$ cat config.mk
export PLATFORM = sky130hd
export DESIGN_NAME = tcfp_fifo
export DESIGN_NICKNAME = d
export VERILOG_FILES = /design/src/tcfp_fifo.sv
export SDC_FILE = /design/constraint.sdc
export NUM_CORES = 1
export LEC_CHECK = 0
export BUFFER_PORTS_ARGS = -buffer_cell sky130_fd_sc_hd__buf_4
export CAP_MARGIN = 20
export CORE_MARGIN = 3
export CORE_UTILIZATION = 49
export DETAILED_ROUTE_END_ITERATION = 10
export GPL_TIMING_DRIVEN = 0
export MAX_ROUTING_LAYER = met4
export PLACE_DENSITY = 0.73
export SETUP_SLACK_MARGIN = 0.15
export SYNTH_ARGS = -nofsm -noshare
export SYNTH_HDL_FRONTEND = slang
export SYNTH_SLANG_ARGS = --single-unit
$ cat constraint.sdc
create_clock -name clk -period 2 [get_ports clk]
set_clock_uncertainty 0.2 [all_clocks]
set_input_delay 0.1 -clock clk [delete_from_list [all_inputs] [get_ports clk]]
set_output_delay 0.1 -clock clk [all_outputs]
set_load 0.005 [all_outputs]
$ cat src/tcfp_fifo.sv
// Small register FIFO used between the front, the back and the result port.
`timescale 1ns / 1ps
module tcfp_fifo #(
	parameter int WIDTH = 8,
	parameter int DEPTH = 4
) (
	input  logic                       clk,
	input  logic                       arst_n,
	input  logic                       push,
	input  logic [WIDTH-1:0]           din,
	output logic                       full,
	input  logic                       pop,
	output logic [WIDTH-1:0]           dout,
	output logic                       empty,
	output logic [$clog2(DEPTH):0]     count
);
	localparam int AW = $clog2(DEPTH);

	logic [WIDTH-1:0] entry_q [DEPTH];
	logic [AW-1:0]    wr_ptr_q;
	logic [AW-1:0]    rd_ptr_q;
	logic [AW:0]      count_q;
	logic             do_push;
	logic             do_pop;

	assign full    = (count_q == (AW+1)'(DEPTH));
	assign empty   = (count_q == '0);
	assign count   = count_q;
	assign dout    = entry_q[rd_ptr_q];
	assign do_push = push && !full;
	assign do_pop  = pop && !empty;

	// pointers and fill count
	always_ff @(posedge clk or negedge arst_n) begin
		if (!arst_n) begin
			wr_ptr_q <= '0;
			rd_ptr_q <= '0;
			count_q  <= '0;
		end else begin
			if (do_push) wr_ptr_q <= wr_ptr_q + 1'b1;
			if (do_pop)  rd_ptr_q <= rd_ptr_q + 1'b1;
			if (do_push && !do_pop)      count_q <= count_q + 1'b1;
			else if (do_pop && !do_push) count_q <= count_q - 1'b1;
		end
	end

	// storage
	always_ff @(posedge clk) begin
		if (do_push) entry_q[wr_ptr_q] <= din;
	end

endmodule

== Word level (Yosys, flattened, before mapping) ==
Memories as Yosys holds them, arrays and structs flattened.
Index checks and enable logic that the tools add are counted.
Cells by class
  add/sub/neg operators: 4
  $mul: 0
  div/mod/pow operators: 0
  $lt $le $gt $ge: 0
  equal/unequal tests: 1
  shift-type cells: 0
  mux-type cells: 4
  bitwise logic cells: 0
  reductions and logical operators: 10
Operators by type and width (count)
  2-to-1 mux 3 bit: 2
  adder 2 x 1 -> 2 bit, second input constant: 2
  logical AND 1 bit: 4
  zero test 1 bit: 4
  adder 3 x 1 -> 3 bit, second input constant: 1
  == test 3 bit, second input constant: 1
  zero test 3 bit: 1
  subtractor 3 x 1 -> 3 bit, second input constant: 1
  2-to-1 mux 1 bit: 2
  nonzero test 2 bit: 1
Storage, ports and cells
  register bits after elaboration: 7
  latch bits: 0
  RAM bits: 32
  bits in read-only memories: 0
  output and inout bits: 13
  logic and storage cells: 23
  memories kept: 1
Memory list
  entry_q: words 4, bits a word 8, read ports 1, clocked after memory_dff 0, wr ports 1, line 19  | logic [WIDTH-1:0] entry_q [DEPTH];

== Logic depth before layout (Yosys ltp) ==
  depth in word-level cells: 7
  depth in mapped cells: 9
  gate-level depth less buffers: 8

== Worst setup path before layout ==
No wires, ideal clock.
  path type: register -> register
  start point: register count_q[0] (netlist: count[0])
  end point: register count_q[2] (netlist: count[2])
  data arrival time: 1.910 ns
  data required time: 1.721 ns
  setup slack: -0.189 ns
  cell stages (with the launch flop): 9
  period minus slack after synthesis: 2.189 ns
  cells stage by stage: dfrtp_1 > nor3_1 > nand2b_1 > ha_1 > inv_1 > fa_1 > xor2_1 > nor2_1 > xor2_1
On the way
  word-level cells in the longest chain between the ends: 6
  elaborated cells on any way between the ends: 15
  those cells by class: 2 x add/sub; 1 x eq/ne; 2 x mux; 10 x reduce/logical
RTL lines
  start: declaration: line 22  | logic [AW:0] count_q;
  start signal: assignment: line 42  | if (do_push && !do_pop) count_q <= count_q + 1'b1;
  start signal: assignment: line 43  | else if (do_pop && !do_push) count_q <= count_q - 1'b1;
  zero test 3 bit *: line 27  | assign empty = (count_q == '0);
  via empty: line 14  | output logic empty,
  zero test 1 bit *: line 31  | assign do_pop = pop && !empty;
  logical AND 1 bit *: line 31
  zero test 1 bit: line 42
  logical AND 1 bit: line 42
  2-to-1 mux 3 bit or nonzero test 2 bit (tied branches)
Mark *: on every way through the listed nets, which the timed path passes. The rest lies on a longest branch. The select of a mux whose other input is x is not followed.
A chain may end at the register's enable or synchronous reset.

== Worst setup path after layout ==
  start point: register count_q[1] (netlist: count[1])
  end point: register count_q[1] (netlist: count[1])
On the way
  word-level cells in the longest chain between the ends: 6
  elaborated cells on any way between the ends: 15
  those cells by class: 2 x add/sub; 1 x eq/ne; 2 x mux; 10 x reduce/logical
RTL lines
  == test 3 bit *: line 26  | assign full = (count_q == (AW+1)'(DEPTH));
  zero test 1 bit *: line 30  | assign do_push = push && !full;
  logical AND 1 bit *: line 30
  via do_push: line 23  | logic do_push;
  zero test 1 bit: line 43
  logical AND 1 bit: line 43
  nonzero test 2 bit (no source line)
Marked as above.

==> flow_summary.json <==
{
  "status": "finished, violations left",
  "violations": "negative setup slack",
  "grt_use_total": 0.166,
  "core_area_mm2": 0.00308,
  "power_density_mw_per_mm2": 1370,
  "wl_per_cell_um": 15.9,
  "start_util": 0.516,
  "cts_tree": "done",
  "r2r.worst_path.cells": 7,
  "diodes": 0,
  "synth_area_mm2": 0.00159,
  "postSynthAreaPerCell_um2": 20.6,
  "placed_cells": 145,
  "cp-startpoint": "count[1]$_DFFE_PN0P_",
  "antenna_found_initial": 0,
  "worst_slew_pin_slew_ns": 0.360,
  "p_comb_frac": 0.471,
  "startpoint_type": "flip-flop",
  "ys_seq_area_frac": 0.715,
  "pre_cts_ws_ns": -0.125,
  "syn-instance-count": 77,
  "finalSetupViolCount": 2,
  "antenna_left": 0,
  "drc": 0,
  "fin_crit_ns": 2.08,
  "max-clock-path-buffers": 2,
  "post-dp-hpwl_mm": 1.70,
  "num_rows": 20,
  "wirelength_mm": 2.83,
  "fillers": 204,
  "num_vias": 877,
  "clk_pin_slew_ns": 0.10,
  "setup_slack_ns": -0.0806,
  "crit_end": "count[1]$_DFFE_PN0P_",
  "synthTopCellsByArea": "edfxtp_1 (60%), mux4_2 (11%), dfrtp_1 (11%), ha_1 (3.9%), xnor2_1 (2.2%)",
  "endpoint_kind": "flip-flop",
  "cts_htree_levels": 2,
  "r2r_setup_slack_ns": -0.08,
  "drtIter0Drc": 21,
  "viasPerCell": 4.93,
  "synth_cell_types": 20,
  "cp_max_fo": 3,
  "utilization": 0.711,
  "synthDominantCellAreaShare": 0.605,
  "cts_buffers": 5,
  "insertion_delay_ns": 0.34,
  "die-area_mm2": 0.00396,
  "synth-seq-cells": 39,
  "portBuffers": 24,
  "yosys_warnings": 0,
  "hold_path.class": "primary input to flip-flop",
  "ir_drop_mv": 1.02,
  "netSwitchingPower_uw": 872,
  "r2r_start": "count[1]$_DFFE_PN0P_",
  "intPower_uw": 2140,
  "finalSetupTns_ns": -0.0938,
  "cap_violations": 0,
  "synth_top_area_cell": "edfxtp_1",
  "clockPowerShare": 0.120,
  "swShare": 0.290,
  "gp_congestion": 0.691,
  "slew_viol_final": 0,
  "die_width_um": 62.9,
  "first_pass_iters": 4,
  "seq_power_share": 0.409,
  "grt_overflow": 0,
  "area_delta_synth_final_pct": 37.8,
  "die_y_um": 62.9,
  "nets": 151,
  "max_freq_ghz": 0.481,
  "crit_required_ns": 2.03,
  "path_class": "flip-flop to flip-flop",
  "ioPinCount": 25,
  "cts.sinks": 39,
  "timing.rr.end": "count[1]$_DFFE_PN0P_",
  "grt_max_degree": 12,
  "root_buffer": "clkbuf_4",
  "critPathArrivalTime_ns": 2.11,
  "syn_nets": 95,
  "final_cells": 178,
  "period_share": 1.04,
  "power.leakage_uw": 0.000846,
  "slew_headroom": 0.759,
  "grt_pass1_wl_mm": 4.62,
  "drive_above_1_share": 0.530,
  "rsz0062_at_grt": "yes",
  "finalHoldViolCount": 0,
  "grt_pass1_vias": 988
}
what timing repair did:
item,4_1_cts,5_1_grt
hold buffers,11,0
setup buffers,11,2
hold endpoints to repair,42,0
gates cloned,0,1
pin swaps,4,1
setup endpoints to repair,10,10
gates resized for setup,9,7
cell type report:
type	count	area, µm²	share of cell area
multi-input cells	32	459	0.210
inverters	3	11.3	0.00514
repair buffers	49	443	0.202
clock buffers	6	41.3	0.0189
well taps	44	55.1	0.0251
plain buffers	3	31.3	0.0143
flip-flops and latches	39	1140	0.521
clock inverters	2	7.51	0.00343
worst min path at each step:
stage / startpoint / depth (start not counted) / slack [ns] / to
floorplan: arst_n / 0 / -0.40 / count[0]$_DFFE_PN0P_
global placement: arst_n / 1 / -0.28 / rd_ptr_q[0]$_DFFE_PN0P_
detailed placement: arst_n / 1 / -0.28 / rd_ptr_q[1]$_DFFE_PN0P_
CTS: push / 5 / 0.1 / count[0]$_DFFE_PN0P_
global route: push / 5 / 0.13 / wr_ptr_q[0]$_DFFE_PN0P_
finish: push / 5 / 0.10 / wr_ptr_q[0]$_DFFE_PN0P_
cell families after synthesis:
kind of cell               after synthesis  share of synthesized area
xor gates and xnor gates                 6                     0.0331
and+or+nand+nor                         10                     0.0504
muxes                                   10                      0.130
DFF                                     39                      0.715
adders and majority gates                6                     0.0520
buffers and inverters                    6                     0.0197
synth_stat cells, drive strengths merged:
cell	instances
xor2	2
clkbuf	1
ha	5
inv	3
fa	1
xnor2	4
nor3	1
edfxtp	32
nor3b	1
nor2b	1
mux4	8
dfrtp	7
nand3b	1
nand2b	1
mux2	2
buf	2
and2	4
nor2	1
worst max-delay path, stage by stage (launching register included):
cell	delay [ns]
dfrtp_2	0.46
nor3b_4	0.23
nor2b_2	0.06
buf_6	0.12
ha_4	0.15
inv_2	0.05
fa_2	0.43
mux2_4	0.28
routing by layer:
layer / part of all wire / global-route usage
met1: 0.37 / 0.172
met2: 0.55 / 0.277
met3: 0.054 / 0.0504
met4: 0.026 / 0.0964
met5: 0 / -
per-stage QoR:
stage	hold WS (ns)	instance area [µm²]	total power, µW
CTS	0.0976	2130	2880
global placement	-0.284	1860	2250
floorplan	-0.396	1620	1880
finish	0.102	2190	3010
detailed placement	-0.280	1860	2290
global route	0.126	2190	3200
power groups by stage:
stage	registers (µW)	clock network [µW]	logic [µW]
CTS	1220	372	1290
global placement	1240	0	1010
finish	1230	362	1420
global route	1250	415	1530
detailed placement	1250	0	1040
floorplan	1230	0	652
layout by cell type (no fill, tap or decap), types with 2 or more instances in the layout:
cell type,count
clkbuf_4,5
buf_6,9
mux2_4,2
xor2_1,2
inv_1,2
edfxtp_1,32
and2_2,4
mux4_2,8
dfrtp_2,4
xnor2_1,4
buf_4,29
dfrtp_1,3
ha_1,4
dlygate4sd3_1,11
clkinv_1,2
flip-flops by register name, indices dropped and copies added (netlist names):
register and flops:
count 3, wr_ptr_q 2, entry_q 32, rd_ptr_q 2
No activity file was read; power rests on OpenSTA's default activity.
