$ cat config.mk
export PLATFORM = sky130hd
export DESIGN_NAME = tcfp_front
export DESIGN_NICKNAME = d
export VERILOG_FILES = /design/src/tcfp_pkg.sv /design/src/tcfp_front.sv
export SDC_FILE = /design/constraint.sdc
export NUM_CORES = 1
export LEC_CHECK = 0
export BUFFER_PORTS_ARGS = -buffer_cell sky130_fd_sc_hd__buf_4
export CORE_ASPECT_RATIO = 1.75
export CORE_UTILIZATION = 40
export CTS_CLUSTER_DIAMETER = 100
export DETAILED_ROUTE_END_ITERATION = 7
export PLACE_DENSITY = 0.7
export RECOVER_POWER = 100
export SLEW_MARGIN = 15
export SYNTH_ARGS = -nofsm -noshare
export SYNTH_HDL_FRONTEND = slang
export SYNTH_SLANG_ARGS = --single-unit
$ cat constraint.sdc
create_clock -name clk -period 6.3 [get_ports clk]
set_input_delay 1.26 -clock clk [delete_from_list [all_inputs] [get_ports clk]]
set_output_delay 1.26 -clock clk [all_outputs]
set_load 0.02 [all_outputs]
$ cat src/tcfp_pkg.sv
// Shared types and constants for the tilemap cell fetch and place block.
`timescale 1ns / 1ps
package tcfp_pkg;

	// Tile RAM geometry
	localparam int RAM_AW    = 15;
	localparam int RAM_WORDS = 32768;

	// Queue depths between the parts
	localparam int QUEUE_DEPTH = 4;
	localparam int OUT_DEPTH   = 4;

	// Item operations
	localparam logic OP_WRITE  = 1'b0;
	localparam logic OP_RENDER = 1'b1;

	// Draw modes
	localparam logic [1:0] DRAW_NONE = 2'd0;
	localparam logic [1:0] DRAW_FULL = 2'd1;
	localparam logic [1:0] DRAW_CLIP = 2'd2;

	// Register indexes
	localparam logic [2:0] REG_PAGE_SELECT     = 3'd0;
	localparam logic [2:0] REG_SCROLL_H        = 3'd1;
	localparam logic [2:0] REG_SCROLL_V        = 3'd2;
	localparam logic [2:0] REG_ALT_SCROLL_H    = 3'd3;
	localparam logic [2:0] REG_ALT_SCROLL_V    = 3'd4;
	localparam logic [2:0] REG_CLAMP_OFFSET    = 3'd5;
	localparam logic [2:0] REG_VISIBLE_WIDTH   = 3'd6;
	localparam logic [2:0] REG_BANK_MAP        = 3'd7;

	// Register reset values
	localparam logic [9:0] RESET_CLAMP_OFFSET  = 10'd192;
	localparam logic [9:0] RESET_VISIBLE_WIDTH = 10'd320;
	localparam logic [7:0] RESET_BANK_MAP      = 8'd16;

	typedef struct packed {
		logic [15:0] page_select;
		logic [15:0] scroll_horizontal;
		logic [15:0] scroll_vertical;
		logic [15:0] alt_scroll_horizontal;
		logic [15:0] alt_scroll_vertical;
		logic [9:0]  clamp_offset;
		logic [9:0]  visible_width;
		logic [7:0]  bank_map;
	} cfg_t;

	// Classified beat handed from the front to the back
	typedef struct packed {
		logic              operation;
		logic [14:0]       word_address;
		logic [15:0]       write_data;
		logic              wanted_priority;
		logic [1:0]        draw_mode;
		logic signed [10:0] screen_x;
		logic signed [9:0]  screen_y;
	} job_t;

	typedef struct packed {
		logic [1:0]        draw_mode;
		logic [12:0]       tile_code;
		logic [6:0]        palette_index;
		logic [1:0]        palette_bank;
		logic signed [10:0] screen_x;
		logic signed [9:0]  screen_y;
	} result_t;

endpackage

$ cat src/tcfp_front.sv
// Front part: takes input beats, forms the tile RAM address and places the cell on screen.
`timescale 1ns / 1ps
module tcfp_front #(
	parameter int SCREEN_HEIGHT = 224
) (
	input  logic                clk,
	input  logic                arst_n,
	input  tcfp_pkg::cfg_t      cfg,
	input  logic                push,
	output logic                full,
	input  logic                operation,
	input  logic [14:0]         word_address,
	input  logic [15:0]         write_data,
	input  logic [5:0]          cell_row,
	input  logic [6:0]          cell_column,
	input  logic                wanted_priority,
	output logic                q_push,
	output tcfp_pkg::job_t      q_job,
	input  logic                q_full
);
	import tcfp_pkg::*;

	localparam logic signed [11:0] SCR_H = 12'(SCREEN_HEIGHT);

	logic                valid_s1;
	logic                op_s1;
	logic [14:0]         addr_s1;
	logic [15:0]         wdata_s1;
	logic                prio_s1;
	logic signed [11:0]  x_pre_s1;
	logic signed [10:0]  y_pre_s1;

	logic                advance;
	logic [3:0]          page;
	logic [14:0]         addr;
	logic [15:0]         xs;
	logic [15:0]         ys;
	logic [9:0]          x_delta;
	logic signed [11:0]  x_pre;
	logic signed [10:0]  y_pre;
	logic signed [11:0]  neg_clamp;
	logic signed [11:0]  x_w;
	logic signed [10:0]  y_w;
	logic signed [11:0]  y_ext;
	logic signed [11:0]  vis_w;
	logic [1:0]          mode;

	assign advance = !valid_s1 || !q_full;
	assign full    = !advance;
	assign q_push  = valid_s1 && !q_full;

	// quadrant picks the page nibble
	always_comb begin
		unique case ({cell_row[5], cell_column[6]})
			2'b00: page = cfg.page_select[3:0];
			2'b01: page = cfg.page_select[7:4];
			2'b10: page = cfg.page_select[11:8];
			2'b11: page = cfg.page_select[15:12];
		endcase
	end

	assign addr = (operation == OP_WRITE) ? word_address
		: {page, cell_row[4:0], cell_column[5:0]};

	// raw placement before wrap
	assign xs      = cfg.scroll_horizontal[15] ? cfg.alt_scroll_horizontal : cfg.scroll_horizontal;
	assign ys      = cfg.scroll_vertical[15] ? cfg.alt_scroll_vertical : cfg.scroll_vertical;
	assign x_delta = cfg.clamp_offset - xs[9:0];
	assign x_pre   = $signed({2'b00, cell_column, 3'b000}) - $signed({2'b00, x_delta});
	assign y_pre   = $signed({2'b00, cell_row, 3'b000}) - $signed({2'b00, ys[8:0]});

	always_ff @(posedge clk or negedge arst_n) begin
		if (!arst_n) begin
			valid_s1 <= 1'b0;
		end else if (advance) begin
			valid_s1 <= push;
		end
	end

	always_ff @(posedge clk) begin
		if (push && advance) begin
			op_s1    <= operation;
			addr_s1  <= addr;
			wdata_s1 <= write_data;
			prio_s1  <= wanted_priority;
			x_pre_s1 <= x_pre;
			y_pre_s1 <= y_pre;
		end
	end

	// wrap and clip classification
	assign neg_clamp = 12'sd0 - $signed({2'b00, cfg.clamp_offset});
	assign x_w   = (x_pre_s1 < neg_clamp) ? x_pre_s1 + 12'sd1024 : x_pre_s1;
	assign y_w   = (y_pre_s1 < -11'sd288) ? y_pre_s1 + 11'sd512 : y_pre_s1;
	assign y_ext = 12'(y_w);
	assign vis_w = $signed({2'b00, cfg.visible_width});

	always_comb begin
		if (x_w > 12'sd7 && x_w < vis_w - 12'sd8 && y_ext > 12'sd7 && y_ext <= SCR_H - 12'sd8)
			mode = DRAW_FULL;
		else if (x_w > -12'sd8 && x_w < vis_w && y_ext > -12'sd8 && y_ext < SCR_H)
			mode = DRAW_CLIP;
		else
			mode = DRAW_NONE;
	end

	always_comb begin
		q_job.operation       = op_s1;
		q_job.word_address    = addr_s1;
		q_job.write_data      = wdata_s1;
		q_job.wanted_priority = prio_s1;
		q_job.draw_mode       = mode;
		q_job.screen_x        = x_w[10:0];
		q_job.screen_y        = y_w[9:0];
	end

endmodule

Yosys cells after proc, flatten, opt, wreduce, memory -nomap -nowiden
Index checks and enable logic that the tools add are counted.
{"block": "totals", "ff_bits": 57, "input_bits": 158}
{"block": "op_classes", "n_addsub": 7, "order_cmp": 10, "eq_ne": 3, "muxes": 8, "reduce_logical": 13}
{"cell": "< comparator 12 x 11 -> 1 bit", "count": 3}
{"cell": "> comparator 12 x 4 -> 1 bit, second input constant", "count": 2}
{"cell": "> comparator 11 x 4 -> 1 bit, second input constant", "count": 2}
{"cell": "one-hot mux 4 bit (4 select lines)", "count": 1}
{"cell": "2-to-1 mux 15 bit", "count": 1}
{"cell": "adder 12 bit, second input constant", "count": 1}
{"cell": "2-to-1 mux 12 bit", "count": 1}
{"cell": "adder 11 bit, second input constant", "count": 1}
{"cell": "less-or-equal comparator 11 x 9 -> 1 bit, second input constant", "count": 1}
{"cell": "< comparator 11 x 10 -> 1 bit, second input constant", "count": 1}
{"cell": "< comparator 11 x 9 -> 1 bit, second input constant", "count": 1}
{"cell": "2-to-1 mux 11 bit", "count": 1}
{"cell": "subtractor 1 x 10 -> 11 bit, first input constant", "count": 1}
{"cell": "subtractor 10 x 10 -> 11 bit", "count": 1}
{"cell": "subtractor 10 x 4 -> 11 bit, second input constant", "count": 1}
{"cell": "2-to-1 mux 10 bit", "count": 1}
{"cell": "subtractor 10 bit", "count": 1}
{"cell": "subtractor 9 x 9 -> 10 bit", "count": 1}
{"cell": "2-to-1 mux 9 bit", "count": 1}
{"cell": "logical AND 1 bit", "count": 8}
{"cell": "equality test 2 bit, second input constant", "count": 2}
{"cell": "2-to-1 mux 2 bit", "count": 2}
{"cell": "logical NOT 1 bit", "count": 3}
{"cell": "equality test 2 x 1 -> 1 bit, second input constant", "count": 1}
{"cell": "other kinds (2)", "count": 2}

Depth between registers and ports, before layout
Gate-level depths: netlist of the first run.
{"block": "depth", "depth_word": 9, "ltp_mapped": 16, "depth_no_buf": 16}

Least setup slack after synthesis of the first run
No wires, ideal clock.
{"block": "synth_timing", "path_type": "in2out", "from": "in cfg[21] in the netlist's numbering", "to": "out q_job[21] in the netlist's numbering", "t_arrival_ns": 4.000, "slack_ns": 1.040, "cell_stages": 14, "path_buffers": 0, "cell_sequence": "nor4_1 -> nand2_1 -> xnor2_1 -> ha_1 -> o2111ai_1 -> o21ai_0 -> o211ai_1 -> a21oi_1 -> ha_1 -> inv_1 -> o21ai_0 -> a2111oi_1 -> a22oi_1 -> nor2_1"}
{"element": "start: declaration", "line_no": "tcfp_front.sv:8", "text": "input tcfp_pkg::cfg_t cfg,"}
{"element": "end: declaration", "line_no": "tcfp_front.sv:18", "text": "output tcfp_pkg::job_t q_job,"}

==> metrics.md, run 1 <==
| Metric | Value |
|---|---|
| Outcome | finished, violations left |
| Failing checks | capacitance limit, slew limit |
| GRT Residual Overflow | 0 |
| Max clock buf depth | 2 |
| Sequential area share after synthesis | 38.2% |
| Unrepaired setup endpoints after global routing | false |
| Gate power share | 39.1% |
| Worst-margin pin slew | 2180 ps |
| CP peak stage delay | 460 ps |
| Via count | 3,569 |
| First-pass GRT wire length | 17,000 um |
| Root buf cell | clkbuf_16 |
| Static Leak | 2.44 nW |
| Worst hold path class | reg -> reg |
| Max Cap Violations | 1 |
| Final setup fails | 0 |
| Chip height | 139 um |
| Number of enable flip-flop cells after synthesis | 54 |
| Dominant synthesized flop cell | edfxtp_1 |
| Syn Nets | 603 |
| Clock tree sinks | 55 |
| Slowest cell on the critical path | a2111oi_0 |
| Part of the power in registers | 37.5% |
| Net Switching | 0.438 mW |
| Synth Cell Area | 0.00431 mm^2 |
| Drt wl/cell | 15.9 um |
| FP Rows | 49 |
| Clock skew | 7.34 ps |
| Crit. End Element | output pin |
| # IOs | 216 |
| DP HPWL | 9330 um |
| ANT nets after route | 0 |
| Syn Inst Count | 389 |
| Ys async rst share | 1.82% |
| Number of fill cells | 941 |
| Die Wd | 80.4 um |
| CTS tree | built |
| Residual DRC | 0 |
| Vias per cell | 5.23 |
| Total Wirelength | 10,900 um |
| Hold buffer count at cts | 0 |
| Starting DRT DRC Count | 113 |
| Worst-Skew Late Latency | 290 ps |
| Most common cell after layout, fill and taps aside | buf_4 |
| Clock-pin slew on the worst setup and hold paths | 60 ps |
| Final setup TNS | 0 ps |
| Clock power share | 23.4% |
| GRT Overall Usage | 19.8% |
| Fin. Hold Viols | 0 |
| Slew margin rel. | -45.4% |
| GP Congestion | 0.845 |
| WP data required | 5040 ps |
| Number of global-route vias before repair | 3,727 |
| Syn_area_per_cell | 11.1 um^2 |
| Power Dens Cells | 236 mW/mm^2 |
| Core Area | 0.0104 mm^2 |
| Cell-internal power | 0.882 mW |
| H-tree depth | 2 |
| Resized cells post-CTS | 0 |
| TritonRoute pass-1 iters | 6 |
| Hold WS | 679 ps |
| Pins Over Slew Limit | 42 |
| Post-CTS setup buffer count | 0 |
| Final period utilization | 92.5% |
| Kind of start point of the critical path | primary input |
| PortBufs | 183 |
| Die area | 0.0112 mm^2 |
| F_max | 172 MHz |
| CP arrival | 4570 ps |
| Synth unique cells | 51 |
| Setup CP Type | in -> out |
| Synthesis-to-layout area growth | 30.1% |
| Min Tclk post-route | 5830 ps |
| Max IR drop VDD | 171 uV |
| Layout cells sized above 1 | 27.4% |
| Commonest non-fill, non-tap cells in the layout | buf_4 (104), clkbuf_1 (61), ha_1 (55) |
| Synthesized flop and latch total | 55 |
| Yosys warns | 0 |
| Crit-path cells | buf_4 > nor4_1 > nand2_1 > xnor2_1 > ha_1 > o2111ai_1 > o21ai_0 > o211ai_1 > a21oi_1 > ha_1 > inv_1 > o21ai_0 > a2111oi_0 > a22oi_1 > o211a_1 > clkbuf_1 |
| Initial antenna violation count | 0 |
| Largest net degree at the start of global routing | 42 |
| Initial Util | 41.6% |
| N_diodes | 0 |
| # nets final | 768 |
| Crit-path max FO | 4 |
| TritonCTS Buffers | 5 |
| Sw Ratio | 33.2% |
==> sequential cells by signal (all words and copies together), names as in the netlist <==
signal,count
wdata_s1,16
addr_s1,15
x_pre_s1,11
y_pre_s1,10
op_s1,1
prio_s1,1
valid_s1,1
==> power groups by stage <==
| stage | Sequential (mW) | Clock (mW) | Combinational [mW] |
|---|---|---|---|
| floorplan | 0.507 | 0 | 0.362 |
| global placement | 0.502 | 0 | 0.535 |
| detailed placement | 0.504 | 0 | 0.552 |
| CTS | 0.496 | 0.318 | 0.556 |
| global route | 0.501 | 0.332 | 0.576 |
| finish | 0.495 | 0.308 | 0.516 |
==> metrics by stage <==
step / cell area [um^2] / total power, mW / setup slack, ps / util, % / cells
final: 5600 / 1.32 / 474 / 54.1 / 682
after global routing: 5600 / 1.41 / 185 / 54.1 / 682
after CTS: 5840 / 1.37 / 462 / 56.4 / 682
after detailed placement: 5670 / 1.06 / 486 / 54.8 / 674
after global placement: 5670 / 1.04 / 538 / 54.8 / 674
after floorplan: 4310 / 0.868 / 1040 / - / 389
==> metal layers <==
layer | vias to the layer above | routed length [um] | global-route usage (%) | part of all wire, %
met2 | 111 | 6280 | 39.0 | 58
met4 | 0 | 327 | 9.12 | 3.0
li1 | 1774 | - | - | -
met1 | 1661 | 3700 | 18.9 | 34
met5 | - | 0 | 0 | 0
met3 | 23 | 539 | 3.34 | 5.0
==> synth_stat cells, drive strengths merged (3+ instances only) <==
cell,count,area [um^2]
o21bai,6,45.0
and2,3,18.8
a21o,9,67.6
nand3b,3,22.5
nand2b,3,18.8
a31oi,4,25.0
ha,55,688
nor3,10,50.1
mux2i,19,190
a21oi,9,45.0
o21ai,18,90.1
buf,24,173
nand3,6,30.0
inv,24,90.1
a211oi,4,30.0
mux4,4,90.1
nor2,22,82.6
nor2b,4,25.0
xor2,15,131
nand2,14,52.6
o2111ai,3,26.3
xnor2,20,175
edfxtp,54,1620
mux2,17,191
or4,4,30.0
==> cell families after synthesis <==
| family | share of synthesized area (%) |
|---|---|
| buffers and inverters | 6.28 |
| xor gates and xnor gates | 7.12 |
| adders and majority gates | 16.4 |
| muxes | 11.0 |
| AOI/OAI and AO/OA | 10.9 |
| DFF | 38.2 |
| and+or+nand+nor | 10.0 |
==> critical path, delay by kind of cell <==
family | cells | cell delay (ps)
AOI/OAI and AO/OA | 8 | 1640
adders and majority gates | 2 | 590
and+or+nand+nor | 2 | 540
buffers and inverters | 3 | 390
xor gates and xnor gates | 1 | 160
==> path summary, 6_finish.rpt <==
path                                from  cells after the start          end  slack, ps
worst max-delay path             cfg[21]                     16    q_job[22]        470
worst min-delay path            valid_s1                      2     valid_s1        680
worst max register to register  valid_s1                      3  x_pre_s1[3]       2790
worst min register to register  valid_s1                      2     valid_s1        680
max in group asynchronous         arst_n                      1     valid_s1       5470
min in group asynchronous         arst_n                      1     valid_s1        750
==> layout make-up <==
type / instances / area [um^2] / share of cell area [%]
repair buffers: 184 / 1150 / 20.6
inverters: 24 / 90.1 / 1.61
clock inverters: 3 / 42.5 / 0.759
multi-input cells: 284 / 2390 / 42.6
clock buffers: 5 / 125 / 2.23
well taps: 127 / 159 / 2.84
flip-flops and latches: 55 / 1650 / 29.4
Note: power is estimated with default switching activity, not from simulation.
==> inputs of run 2 (changes only) <==
--- a/config.mk
+++ b/config.mk
@@ -10,7 +10,7 @@
 export CORE_UTILIZATION = 40
 export CTS_CLUSTER_DIAMETER = 100
 export DETAILED_ROUTE_END_ITERATION = 7
-export PLACE_DENSITY = 0.7
+export PLACE_DENSITY_LB_ADDON = 0.08
 export RECOVER_POWER = 100
 export SLEW_MARGIN = 15
 export SYNTH_ARGS = -nofsm -noshare
==> constraint.sdc (replaced) <==
create_clock -name clk -period 6.01 [get_ports clk]
set_input_delay 1.202 -clock clk [delete_from_list [all_inputs] [get_ports clk]]
set_output_delay 1.202 -clock clk [all_outputs]
set_load 0.02 [all_outputs]
==> metrics.md, run 2 (same netlist as run 1, synthesis figures left out) <==
| Metric | Value |
|---|---|
| Worst hold path class | reg -> reg (unchanged) |
| Starting DRT DRC Count | 95 (was 113) |
| Root buf cell | clkbuf_16 (unchanged) |
| Met2 usage | 38.1% (was 39.0%) |
| Initial antenna violation count | 0 (unchanged) |
| GRT Overall Usage | 19.3% (was 19.8%) |
| Outcome | finished, violations left (unchanged) |
| Static Leak | 2.44 nW (about the same) |
| Biggest regs | wdata_s1: 16 flops, addr_s1: 15 flops, x_pre_s1: 11 flops (unchanged) |
| GP Congestion | 0.851 (was 0.845) |
| H-tree depth | 2 (unchanged) |
| Initial Util | 41.6% (unchanged) |
| Drt wl/cell | 15.8 um (was 15.9 um) |
| Max Cap Violations | 2 (was 1) |
| Final setup fails | 0 (unchanged) |
| ANT nets after route | 0 (unchanged) |
| Final core occ | 54.1% (about the same) |
| Crit. End Element | output pin (unchanged) |
| Commonest non-fill, non-tap cells in the layout | buf_4 (103), clkbuf_1 (62), ha_1 (55) (was buf_4 (104), clkbuf_1 (61), ha_1 (55)) |
| Vias per cell | 5.23 (about the same) |
| Pins Over Slew Limit | 57 (was 42) |
| Hold WS | 657 ps (was 679 ps) |
| RR Startpoint | valid_s1 (unchanged) |
| Post-Layout Cell Count | 682 (unchanged) |
| Min Tclk post-route | 5590 ps |
| GRT met3 Usage | 3.93% (was 3.34%) |
| Worst-margin pin slew | 2130 ps (was 2180 ps) |
| Total Wirelength | 10,800 um (was 10,900 um) |
| Worst-Skew Late Latency | 290 ps (about the same) |
| CP arrival | 4390 ps (was 4570 ps) |
| Core Area | 0.0104 mm^2 (unchanged) |
| TritonCTS Buffers | 5 (unchanged) |
| Clock tree sinks | 55 (unchanged) |
| Pre-CTS WS | 396 ps (was 486 ps) |
| Most common cell after layout, fill and taps aside | buf_4 (unchanged) |
| GRT Residual Overflow | 0 (unchanged) |
| Setup CP Type | in -> out (unchanged) |
| Final period utilization | 93.1% |
| Max IR drop VDD | 183 uV (was 171 uV) |
| M1 GR Usage | 18.3% (was 18.9%) |
| Resized cells post-CTS | 0 (unchanged) |
| Failing checks | capacitance limit, slew limit (unchanged) |
| Design Power | 1.39 mW (was 1.32 mW) |
| Inst Count DP | 674 (unchanged) |
| Max clock buf depth | 2 (unchanged) |
| Die Wd | 80.4 um (unchanged) |
| Clock skew | 10.7 ps (was 7.34 ps) |
| Largest net degree at the start of global routing | 30 (was 42) |
| Max FFs per register | 16 (unchanged) |
| Slew margin rel. | -42.4% (was -45.4%) |
| DP HPWL | 9210 um (was 9330 um) |
| Busiest grt layer | met2 (unchanged) |
| PortBufs | 183 (unchanged) |
| Final setup TNS | 0 ps (unchanged) |
| Die area | 0.0112 mm^2 (unchanged) |
| Post-route worst setup slack | 416 ps (was 474 ps) |
| Cell Area, Placed | 0.00567 mm^2 (unchanged) |
| WP data required | 4810 ps (was 5040 ps) |
| # IOs | 216 (unchanged) |
| Synthesis-to-layout area growth | 30.1% (about the same) |
| Hold buffer count at cts | 0 (unchanged) |
| Largest Register | wdata_s1 (unchanged) |
| Kind of start point of the critical path | primary input (unchanged) |
| CTS tree | built (unchanged) |
| Clock-pin slew on the worst setup and hold paths | 70 ps (was 60 ps) |
| Critical path launch point | cfg[21] (unchanged) |
| Crit-path max FO | 4 (unchanged) |
| Number of fill cells | 989 (was 941) |
| Post-CTS setup buffer count | 0 (unchanged) |
| N_diodes | 0 (unchanged) |
| TritonRoute pass-1 iters | 4 (was 6) |
| Via count | 3,564 (was 3,569) |
| Design Area, Final | 0.00560 mm^2 (about the same) |
| Chip height | 139 um (unchanged) |
| Power Dens Cells | 248 mW/mm^2 (was 236 mW/mm^2) |
| HP Start | valid_s1 (unchanged) |
| Unrepaired setup endpoints after global routing | false (unchanged) |
| # nets final | 768 (unchanged) |
| Residual DRC | 0 (unchanged) |
| Fin. Hold Viols | 0 (unchanged) |
| Layout cells sized above 1 | 27.2% (was 27.4%) |
| FP Rows | 49 (unchanged) |
| Number of global-route vias before repair | 3,689 (was 3,727) |
| F_max | 179 MHz |
| First-pass GRT wire length | 16,600 um (was 17,000 um) |
## run 2: cell types whose count changed in the layout (fill, tap and decap cells not counted)
| cell | delta |
|---|---|
| clkbuf_1 | +1 |
| inv_6 | -1 |
| mux2_2 | -1 |
| a2111oi_0 | -1 |
| clkinv_2 | +1 |
| mux2_1 | +1 |
| buf_4 | -1 |
| a2111oi_1 | +1 |
| clkinv_1 | -1 |
| clkinv_4 | +1 |
## run 2: cell type report
type                            count  area [um^2]  area share [%]
Inverter                           24         90.1            1.61
Tap cell                          127          159            2.84
Timing Repair Buffer              184         1150            20.5
Multi-Input combinational cell    284         2390            42.6
Clock inverter                      3         43.8           0.782
Sequential cell                    55         1650            29.4
Clock buffer                        5          125            2.23
## run 2: routing by layer
layer	part of all wire (%)	vias to the layer above	wire length [um]
li1	-	1761	-
met1	34	1642	3640
met2	56	141	6090
met3	6.7	20	728
met4	3.1	0	336
met5	0	-	0
## run 2: worst max-delay path, cell delays in order
cell and delay [ps]:
buf_4 130, nor4_1 330, nand2_1 190, xnor2_1 160, ha_1 290, a211oi_1 190
o21ai_0 130, o211ai_1 120, a21oi_1 130, ha_1 360, nor4b_1 270, nand2_1 110
mux2i_1 190, o2111ai_1 170, o211a_1 260, clkbuf_1 170
## run 2: final timing paths
| path | endpoint | slack, ps | depth (start not counted) |
|---|---|---|---|
| min reg2reg | valid_s1 | 660 | 2 |
| max reg2reg | y_pre_s1[6] | 2230 | 3 |
| min | valid_s1 | 660 | 2 |
| max in group asynchronous | valid_s1 | 5240 | 1 |
| max | q_job[22] | 420 | 16 |
| min in group asynchronous | valid_s1 | 680 | 1 |
## run 2: report_power, final
part	internal (mW)	leakage [nW]	switching, mW
logic	0.247	1.83	0.289
registers	0.481	0.524	0.0467
clock network	0.197	0.0838	0.131
total	0.924	2.44	0.467
==> inputs of run 3 (changes only) <==
==> constraint.sdc (replaced) <==
create_clock -name clk -period 6.01 [get_ports clk]
set_input_delay 0.3005 -clock clk [delete_from_list [all_inputs] [get_ports clk]]
set_output_delay 0.3005 -clock clk [all_outputs]
set_load 0.02 [all_outputs]
==> metrics.md, run 3 (same netlist as run 1, synthesis figures left out) <==
| Metric | Value |
|---|---|
| Crit-path max FO | 5 (was 4) |
| Final setup TNS | 0 ps (unchanged) |
| TritonCTS Buffers | 5 (unchanged) |
| Max clock buf depth | 2 (unchanged) |
| Initial Util | 41.6% (unchanged) |
| Power Dens Cells | 248 mW/mm^2 (about the same) |
| CP peak stage delay | 520 ps (was 360 ps) |
| GRT Residual Overflow | 0 (unchanged) |
| Synthesis-to-layout area growth | 30.3% (was 30.1%) |
| Hold path depth | 1 (was 2) |
| Worst-Skew Late Latency | 290 ps (about the same) |
| Starting DRT DRC Count | 44 (was 95) |
| Final period utilization | 64.9% (was 93.1%) |
| Most common cell after layout, fill and taps aside | buf_4 (unchanged) |
| Initial antenna violation count | 0 (unchanged) |
| Clock skew | 7.12 ps (was 10.7 ps) |
| Residual DRC | 0 (unchanged) |
| Largest Register | wdata_s1 (unchanged) |
| Layout cells sized above 1 | 27.3% (was 27.2%) |
| Slew margin rel. | -43.4% (was -42.4%) |
| # nets final | 769 (was 768) |
| Max IR drop VDD | 242 uV (was 183 uV) |
| CP arrival | 3600 ps (was 4390 ps) |
| Setup CP Type | reg -> out (was in -> out) |
| Unrepaired setup endpoints after global routing | false (unchanged) |
| Die area | 0.0112 mm^2 (unchanged) |
| N_diodes | 0 (unchanged) |
| F_max | 256 MHz (was 179 MHz) |
| Clock-pin slew on the worst setup and hold paths | 70 ps (about the same) |
| Via count | 3,531 (was 3,564) |
| Number of fill cells | 981 (was 989) |
| GRT Overall Usage | 19.5% (was 19.3%) |
| Fin. Hold Viols | 0 (unchanged) |
| Outcome | finished, violations left (unchanged) |
| Static Leak | 2.44 nW (about the same) |
| DP HPWL | 9230 um (was 9210 um) |
| Biggest regs | wdata_s1: 16 flops, addr_s1: 15 flops, x_pre_s1: 11 flops (unchanged) |
| Sink of the worst hold path | wdata_s1[2] (was valid_s1) |
| Kind of start point of the critical path | flop (was primary input) |
| R2R Setup Slk | 2210 ps (was 2230 ps) |
| H-tree depth | 2 (unchanged) |
| Largest net degree at the start of global routing | 30 (unchanged) |
| Die Wd | 80.4 um (unchanged) |
| Cell mode on critical path | ha_1 |
| Pins Over Slew Limit | 57 (unchanged) |
| Slowest cell on the critical path | edfxtp_1 (was ha_1) |
| Max Cap Violations | 2 (unchanged) |
| Design Power | 1.39 mW (about the same) |
| Worst-margin pin slew | 2150 ps (was 2130 ps) |
| FP Rows | 49 (unchanged) |
| Worst hold path class | in -> reg (was reg -> reg) |
| Drt wl/cell | 15.8 um (about the same) |
| Post-CTS setup buffer count | 0 (unchanged) |
| WP data required | 5710 ps (was 4810 ps) |
| Root buf cell | clkbuf_16 (unchanged) |
| PortBufs | 183 (unchanged) |
| Vias per cell | 5.17 (was 5.23) |
| Chip height | 139 um (unchanged) |
| Core Area | 0.0104 mm^2 (unchanged) |
| Number of global-route vias before repair | 3,674 (was 3,689) |
| Commonest non-fill, non-tap cells in the layout | buf_4 (104), clkbuf_1 (62), ha_1 (55) (was buf_4 (103), clkbuf_1 (62), ha_1 (55)) |
| Max FFs per register | 16 (unchanged) |
| Crit-path cells | ha_1 > a21o_1 > a211oi_1 > o21ai_0 > o211ai_1 > a21oi_1 > ha_1 > nor4b_1 > nand2_1 > mux2i_1 > o2111ai_1 > o211a_1 > clkbuf_1 (was buf_4 > nor4_1 > nand2_1 > xnor2_1 > ha_1 > a211oi_1 > o21ai_0 > o211ai_1 > a21oi_1 > ha_1 > nor4b_1 > nand2_1 > mux2i_1 > o2111ai_1 > o211a_1 > clkbuf_1) |
| HP Start | write_data[2] (was valid_s1) |
| First-pass GRT wire length | 16,600 um (about the same) |
| Final setup fails | 0 (unchanged) |
| CTS tree | built (unchanged) |
| # IOs | 216 (unchanged) |
| Failing checks | capacitance limit, slew limit (unchanged) |
| Crit. End Element | output pin (unchanged) |
| RR Startpoint | valid_s1 (unchanged) |
| Min Tclk post-route | 3900 ps (was 5590 ps) |
| Total Wirelength | 10,800 um (about the same) |
| TritonRoute pass-1 iters | 4 (unchanged) |
| RR Endpoint | y_pre_s1[0] (was y_pre_s1[6]) |
| ANT nets after route | 0 (unchanged) |
| GP Congestion | 0.849 (was 0.851) |
| Reg2reg path depth | 3 (unchanged) |
| Clock tree sinks | 55 (unchanged) |
run 3: worst max-delay path: cells and delay by family (launching register included):
family	cells	cell delay, ps
buffers and inverters	1	170
AND/OR/NAND/NOR	2	400
AO/OA/AOI/OAI	7	1330
adder cells (fa/ha/maj)	2	700
flip-flops	1	520
multiplexers	1	190
run 3: worst max path at each step:
stage | start | end | slack, ps | cells after the start
6_report | x_pre_s1[1] | q_job[22] | 2110 | 13
2_1_floorplan | valid_s1 | addr_s1[0] | 2530 | 2
5_1_grt | valid_s1 | y_pre_s1[3] | 1830 | 3
4_1_cts | x_pre_s1[1] | q_job[22] | 2050 | 13
3_3_place_gp | cfg[21] | q_job[22] | 2250 | 16
3_5_place_dp | cfg[21] | q_job[22] | 2150 | 16
run 3: power by group:
group | internal [mW] | total, mW | leakage, nW | switching, mW
sequential | 0.481 | 0.526 | 0.524 | 0.0450
clock | 0.197 | 0.327 | 0.0838 | 0.130
combinational | 0.247 | 0.538 | 1.84 | 0.291
run 3: repair_timing:
action | in CTS | in global routing
resized for setup | 0 | 0
hold buffers | 1 | 0
endpoints found under the setup margin | 0 | 0
hold endpoints to repair | 1 | 0
run 3: per-stage QoR:
stage / instance area [um^2] / setup slack (ps) / std cells / util [%] / hold slack (ps)
floorplan: 4310 / 2530 / 389 / - / 4.91
global placement: 5670 / 2250 / 674 / 54.8 / 76.0
detailed placement: 5670 / 2150 / 674 / 54.8 / 76.8
CTS: 5850 / 2050 / 683 / 56.5 / 170
global route: 5610 / 1830 / 683 / 54.2 / 185
finish: 5610 / 2110 / 683 / 54.2 / 200
run 3: per-layer routing:
layer	wire length (um)	GRT usage, %	up-vias
met5	0	0	-
met4	261	6.86	0
met2	6180	38.8	124
li1	-	-	1774
met1	3650	18.6	1619
met3	723	3.87	14
run 3: cell type report:
cell class | count | area (um^2) | share of cell area (%)
multi-input combinational | 284 | 2390 | 42.6
clock buffer | 5 | 125 | 2.23
tap | 127 | 159 | 2.83
sequential | 55 | 1650 | 29.3
inverter | 24 | 90.1 | 1.61
clock inverter | 3 | 43.8 | 0.780
timing repair buffer | 185 | 1160 | 20.6
